File: src/hdl/pc_pkg.sv
// Shared types, constants and helpers for the pressure compensation core.
// No dependencies.
package pc_pkg;

    localparam int RAW_W  = 20;
    localparam int DATA_W = 32;
    localparam int ADDR_W = 8;

    // Register indexes of the configuration port
    localparam logic [ADDR_W-1:0] CFG_P1   = 8'd0;
    localparam logic [ADDR_W-1:0] CFG_P2   = 8'd1;
    localparam logic [ADDR_W-1:0] CFG_P3   = 8'd2;
    localparam logic [ADDR_W-1:0] CFG_P4   = 8'd3;
    localparam logic [ADDR_W-1:0] CFG_P5   = 8'd4;
    localparam logic [ADDR_W-1:0] CFG_P6   = 8'd5;
    localparam logic [ADDR_W-1:0] CFG_P7   = 8'd6;
    localparam logic [ADDR_W-1:0] CFG_P8P9 = 8'd7;

    // Temperature term fixed: v1 = 50000 - 64000, q = v1 >>> 2, q*q = 12250000
    localparam logic [31:0] K_V1     = 32'hFFFF_C950;  // -14000
    localparam logic [31:0] K_V1X2   = 32'hFFFF_92A0;  // -28000
    localparam logic [31:0] K_QQ11   = 32'd5981;       // (q*q) >>> 11
    localparam logic [31:0] K_QQ13   = 32'd1495;       // (q*q) >>> 13
    localparam logic [31:0] K_HALF   = 32'd32768;
    localparam logic [31:0] K_FULL   = 32'd1048576;
    localparam logic [31:0] K_3125   = 32'd3125;

    typedef struct packed {
        logic [15:0] p1;
        logic [15:0] p2;
        logic [15:0] p3;
        logic [15:0] p4;
        logic [15:0] p5;
        logic [15:0] p6;
        logic [15:0] p7;
        logic [31:0] p89;
    } cal_t;

    typedef struct packed {
        logic [31:0] num;
        logic [31:0] dv;
        logic        dbl;
        logic        zero;
    } div_in_t;

    typedef struct packed {
        logic [31:0] quo;
        logic        dbl;
        logic        zero;
    } div_out_t;

    function automatic logic [31:0] sx16(input logic [15:0] x);
        sx16 = {{16{x[15]}}, x};
    endfunction

    function automatic logic [31:0] asr(input logic [31:0] x, input int n);
        asr = 32'($signed(x) >>> n);
    endfunction

endpackage

File: src/hdl/pc_back.sv
// Back pipeline: quadratic and linear corrections, four stages incl. output.
// Depends on pc_pkg.
module pc_back (
    input  logic             clk,
    input  logic             rst_n,
    input  pc_pkg::cal_t     cal,
    input  logic             in_valid,
    output logic             in_ready,
    input  pc_pkg::div_out_t in_data,
    output logic             out_valid,
    input  logic             out_ready,
    output logic [31:0]      out_pressure,
    output logic             out_vres
);
    localparam int NST = 4;

    logic [NST-1:0] vld_reg;
    logic [NST:0]   rdy;

    logic [31:0] p1_reg, p2_reg, p3_reg, p_next;
    logic        z1_reg, z2_reg, z3_reg;
    logic [31:0] sq_reg, t8_reg, sq_next, t8_next;
    logic [31:0] c9_reg, c8_reg, c9_next, c8_next;
    logic [31:0] res_reg, res_next;
    logic        vres_reg;

    always_comb
    begin
        rdy[NST] = out_ready;
        for (int k = NST - 1; k >= 0; k--)
        begin
            rdy[k] = !vld_reg[k] || rdy[k+1];
        end
    end

    always_comb
    begin
        p_next   = in_data.dbl ? {in_data.quo[30:0], 1'b0} : in_data.quo;
        sq_next  = 32'({3'b000, p1_reg[31:3]} * {3'b000, p1_reg[31:3]});
        t8_next  = 32'({2'b00, p1_reg[31:2]} * pc_pkg::sx16(cal.p89[15:0]));
        c9_next  = pc_pkg::asr(32'(pc_pkg::sx16(cal.p89[31:16]) * {13'h0, sq_reg[31:13]}),
                               12);
        c8_next  = pc_pkg::asr(t8_reg, 13);
        res_next = 32'(p3_reg + pc_pkg::asr(32'(c9_reg + c8_reg + pc_pkg::sx16(cal.p7)), 4));
    end

    always_ff @(posedge clk or negedge rst_n)
    begin
        if (!rst_n)
        begin
            vld_reg <= '0;
        end
        else
        begin
            for (int k = 0; k < NST; k++)
            begin
                if (rdy[k])
                begin
                    vld_reg[k] <= (k == 0) ? in_valid : vld_reg[(k == 0) ? 0 : k - 1];
                end
            end
        end
    end

    always_ff @(posedge clk)
    begin
        if (rdy[0])
        begin
            p1_reg <= p_next;
            z1_reg <= in_data.zero;
        end
        if (rdy[1])
        begin
            p2_reg <= p1_reg;
            z2_reg <= z1_reg;
            sq_reg <= sq_next;
            t8_reg <= t8_next;
        end
        if (rdy[2])
        begin
            p3_reg <= p2_reg;
            z3_reg <= z2_reg;
            c9_reg <= c9_next;
            c8_reg <= c8_next;
        end
        if (rdy[3])
        begin
            res_reg  <= z3_reg ? 32'd0 : res_next;
            vres_reg <= !z3_reg;
        end
    end

    assign in_ready     = rdy[0];
    assign out_valid    = vld_reg[NST-1];
    assign out_pressure = res_reg;
    assign out_vres     = vres_reg;

    a_invalid_zero: assert property (@(posedge clk) disable iff (!rst_n)
        (out_valid && !out_vres) |-> (out_pressure == 32'd0))
        else $error("invalid result carries nonzero pressure");

endmodule

File: config.mk
export PLATFORM = sky130hd
export DESIGN_NAME = pc_back
export DESIGN_NICKNAME = d
export VERILOG_FILES = /design/src/hdl/pc_pkg.sv /design/src/hdl/pc_back.sv
export SDC_FILE = /design/constraint.sdc
export NUM_CORES = 2
export LEC_CHECK = 0
export BUFFER_PORTS_ARGS = -buffer_cell sky130_fd_sc_hd__buf_4
export CAP_MARGIN = 40
export CORE_AREA = 2 2 270 272
export CTS_CLUSTER_SIZE = 24
export DETAILED_ROUTE_END_ITERATION = 10
export DIE_AREA = 0 0 272 274
export PLACE_DENSITY_LB_ADDON = 0.08
export SYNTH_ARGS = -nofsm -noshare
export SYNTH_HDL_FRONTEND = slang
export SYNTH_SLANG_ARGS = --single-unit
File: constraint.sdc
create_clock -name clk -period 11.4 [get_ports clk]
set_clock_uncertainty 0.1 [all_clocks]
set_input_delay 0 -clock clk [delete_from_list [all_inputs] [get_ports clk]]
set_output_delay 0 -clock clk [all_outputs]
set_load 0.05 [all_outputs]
; ---- After elaboration in Yosys (flattened, before gate mapping)
; Cells that the tools add are included.
[word_totals]
output_inout_bits = 35
regBits = 239
word_cells = 33
inputBits = 182
[classes]
muxes = 1
reduce_logical = 9
mul = 3
addsub = 3
[ops]
columns = cell, count
row1 = $add 32x32->32, 1
row2 = $mul 16x20->32, 1
row3 = $mul 29x29->32, 1
row4 = $mul 31x16->32, 1
row5 = $mux 32, 1
row6 = $add 21x16->22, 1
row7 = $add 20x19->21, 1
row8 = $logic_not 1->1, 5
row9 = $logic_or 1x1->1, 4

; ---- Depth between registers and ports, before layout
[logic_depth]
depth_word = 5
mapped_depth = 28
mapped_depth_nobuf = 26

; ---- Worst setup path before layout
; OpenSTA, ideal clock, no wires.
[synth_timing]
path_kind = reg2reg
from = register p1_reg[5]
to = register sq_reg[28] (data pin)
stages_incl_launch_ff = 27
required_time_ns = 11.042
setup_time_ns = 0.258
slack_ns = 4.051
arrival_ns = 6.991
n_path_buf = 2
period_less_slack_ns = 7.349
path_cell_list = edfxtp_1 > clkbuf_1 > clkbuf_1 > nand2_1 > inv_1 > fa_1 > fa_1 > fa_1 > inv_1 > fa_1 > inv_1 > fa_1 > inv_1 > fa_1 > inv_1 > fa_1 > fa_1 > ha_1 > a21o_1 > nand2b_1 > nor4_1 > nor2_1 > o2111ai_1 > a21oi_1 > or3_1 > a21oi_1 > xnor2_1
[synth_via]
elab_chain_len = 1
[synth_rtl]
columns = element, line
row1 = start: declaration, pc_back.sv:20  ; logic [31:0] p1_reg, p2_reg, p3_reg, p_next;
row2 = start signal: assignment, pc_back.sv:69  ; p1_reg <= p_next;
row3 = $mul 29x29->32, pc_back.sv:39  ; sq_next = 32'({3'b000, p1_reg[31:3]} * {3'b000, p1_reg[31:3]});
row4 = via sq_next[28], pc_back.sv:22  ; logic [31:0] sq_reg, t8_reg, sq_next, t8_next;
row5 = end signal: assignment, pc_back.sv:76  ; sq_reg <= sq_next;
row6 = end: declaration, pc_back.sv:22
; The timed path passes the listed nets, and every way through them passes these cells.
; A chain may end at the register's enable or synchronous reset.

; ---- Final worst setup path
[layout_timing]
from = register p1_reg[6]
to = register sq_reg[28] (data pin)
; The elaborated chain is that of the path after synthesis.

==> impl_metrics.tcl <==
set metrics [dict create \
    rows 99 \
    area_growth_pct 7.127 \
    cap_viol_max_count 0 \
    yosys.area.top_type "fa_1" \
    vias_per_cell 5.348 \
    start_kind "flip-flop" \
    rsz0062_at_grt "no" \
    firstDrtPassIters 6 \
    chipWidth_um 272 \
    vias 29004 \
    dp_hpwl_um 81480 \
    postPlaceCellArea_mm2 0.04509 \
    drv_slew 0 \
    drc 0 \
    syn_area_per_cell_um2 9.872 \
    grt_pass1_wl_um 170800 \
    grt_pass1_vias 31746 \
    yosysWarnings 0 \
    synth-seq-cells 213 \
    fin_crit_sh 0.7226 \
    slew_headroom 0.3765 \
    post_cts_resized 0 \
    track_usage 0.2961 \
    root_buffer "clkbuf_16" \
    path_buf_inv 5 \
    synth_common_cells "1119 x inv_1, 923 x fa_1, 530 x nand2_1, 407 x and2_1, 365 x ha_1" \
    portBuffers 120 \
    synth_top_family_by_area "adder cells" \
    fin_setup_tns_ps 0 \
    cp_top_family "adder cells" \
    wirelength_um 104300 \
    antenna_found_initial 8 \
    stdcell_count 5423 \
    cts_tree "yes" \
    cp.arrival_ps 8430 \
    die_h_um 274 \
    floorplan.initialDensity 0.6013 \
    synthAdderAreaFrac 0.5325 \
    final_antenna_net_count 0 \
    clock_sinks 213 \
    cpPeakStageDelay_ps 680 \
    synthesis.instances 4384 \
    grt_max_degree 67 \
    first_iter_violations 1750 \
    yosysUniqueCellTypes 66 \
    fmax_mhz 121.4 \
    cts.path.max_buffers 3 \
    synth_seq_area_share 0.1473 \
    yosysMostFrequentCell "inv_1" \
    final_hold_viol_count 0 \
    numCtsBuffers 22 \
    syn_area_mm2 0.04328 \
    synthSimpleGateAreaFrac 0.1313 \
    critPathRequiredTime_ps 11590 \
    setup_viol 0 \
    worst_pin_slew_ps 935.3 \
    async_reset_ff_frac 0.01878 \
    cts_htree_levels 1 \
    insertion_delay_ps 560 \
    critPathSlowestCell "edfxtp_1" \
    synth_ff_type "edfxtp_1" \
    crit_chain "buf_4 -> and2_1 -> fa_1 -> fa_1 -> fa_1 -> inv_1 -> fa_1 -> inv_1 -> fa_1 -> inv_1 -> fa_1 -> inv_1 -> fa_1 -> fa_1 -> ha_1 -> a21o_1 -> nand2b_1 -> nor4_1 -> nor2_1 -> o2111ai_1 -> a21oi_1 -> or3_1 -> a21oi_1 -> xnor2_1" \
    cp-end-kind "flip-flop" \
    nets 5916 \
    synth_top_cell_area_share 0.4270 \
    hp-class "input port to flip-flop" \
    synth-edff-count 209 \
    cts_setup_buffers 0 \
    wl_per_cell_um 19.23 \
    fin_area_mm2 0.04636 \
    core_mm2 0.07197 \
    grt.overflow.total 0 \
    critPathMaxFanout 19 \
    synth_compound_area_frac 0.03808 \
    place_congestion 0.8648 \
    synth.area.top_cells "fa_1 43%, edfxtp_1 15%, ha_1 11%, inv_1 9.7%, and2_1 5.9%" \
    critical_path_class "flip-flop to flip-flop" \
    synthXorXnorAreaFrac 0.02995 \
    synth.area.mux_share 0.008529 \
    dp_cells 5328 \
    crit_top_cell "fa_1" \
    synth.net_count 5854 \
    drive_gt1_frac 0.05670 \
    die-area_mm2 0.07453 \
    ctsHoldBuffers 53 \
    finalCriticalPeriod_ps 8238 \
    io-pin-count 217 \
    clkSlewWorstSetupHoldPaths_ps 70 \
    outcome "completed" \
]
-- worst register-to-register path, delay by kind of cell (launching register included) --
family          cells  cell delay, ps
compound gates      4            1000
xor+xnor            1              80
fa+ha+maj           9            4290
buf+inv             5             560
flops               1             680
simple gates        5            1290
-- cells in the final DEF, fill, tap and decap left out, types with 7 or more instances in the layout --
cell,instances
a211oi_1,10
a21o_1,37
a21oi_1,70
a31oi_1,8
and2_1,407
and3_1,8
buf_4,155
clkbuf_16,22
dlygate4sd3_1,53
edfxtp_1,209
fa_1,923
ha_1,365
inv_1,1119
mux2_2,31
nand2_1,529
nand2b_1,34
nand3_1,25
nand4_1,9
nor2_1,94
nor2b_1,11
nor3_1,21
o21a_1,20
o21ai_0,27
o21ai_1,10
o21bai_1,7
xnor2_1,103
xor2_1,45
-- cells by family after synthesis --
kind of cell	count (synthesis)
buf+inv	1295
fa+ha+maj	1288
simple gates	1164
compound gates	243
flops	213
xor+xnor	148
mux	33
-- routing by layer --
| layer | vias to the layer above | track usage | part of all wire |
|---|---|---|---|
| met5 | - | 0 | 0 |
| met4 | 0 | 0.07316 | 0.026 |
| met3 | 147 | 0.03564 | 0.062 |
| met2 | 810 | 0.5054 | 0.49 |
| met1 | 14935 | 0.4071 | 0.42 |
| li1 | 13112 | - | - |
-- metrics by stage --
step,setup WS (ps),util,hold WS (ps)
after CTS,3134,0.6441,38.16
after global placement,3204,0.6253,-300.7
after global routing,2736,0.6441,60.30
final,3162,0.6442,58.47
after detailed placement,3168,0.6265,-299.8
after floorplan,4051,-,-395.6
-- layout make-up --
class	count	area (µm²)
Multi-Input combinational cell	2876	32060
Fill cell	5971	25610
Sequential cell	213	6376
Inverter	1120	4204
Timing Repair Buffer	213	1778
Tap cell	959	1200
Clock buffer	25	571.8
Clock inverter	15	166.4
Antenna cell	2	5.005
-- path summary, 6_finish.rpt --
| kind | start | endpoint | slack [ps] | cells past startpoint |
|---|---|---|---|---|
| min in group asynchronous | rst_n | vld_reg[2] | 260 | 3 |
| max in group asynchronous | rst_n | vld_reg[3] | 10750 | 3 |
| max | p1_reg[6] | sq_reg[28] | 3160 | 24 |
| min | in_data[0] | z1_reg | 60 | 2 |
| max reg2reg | p1_reg[6] | sq_reg[28] | 3160 | 24 |
| min reg2reg | t8_reg[18] | c8_reg[5] | 300 | 0 |
Power is not shown: default switching activity piles up to over one toggle a cycle in this logic, so the estimate is an artifact.
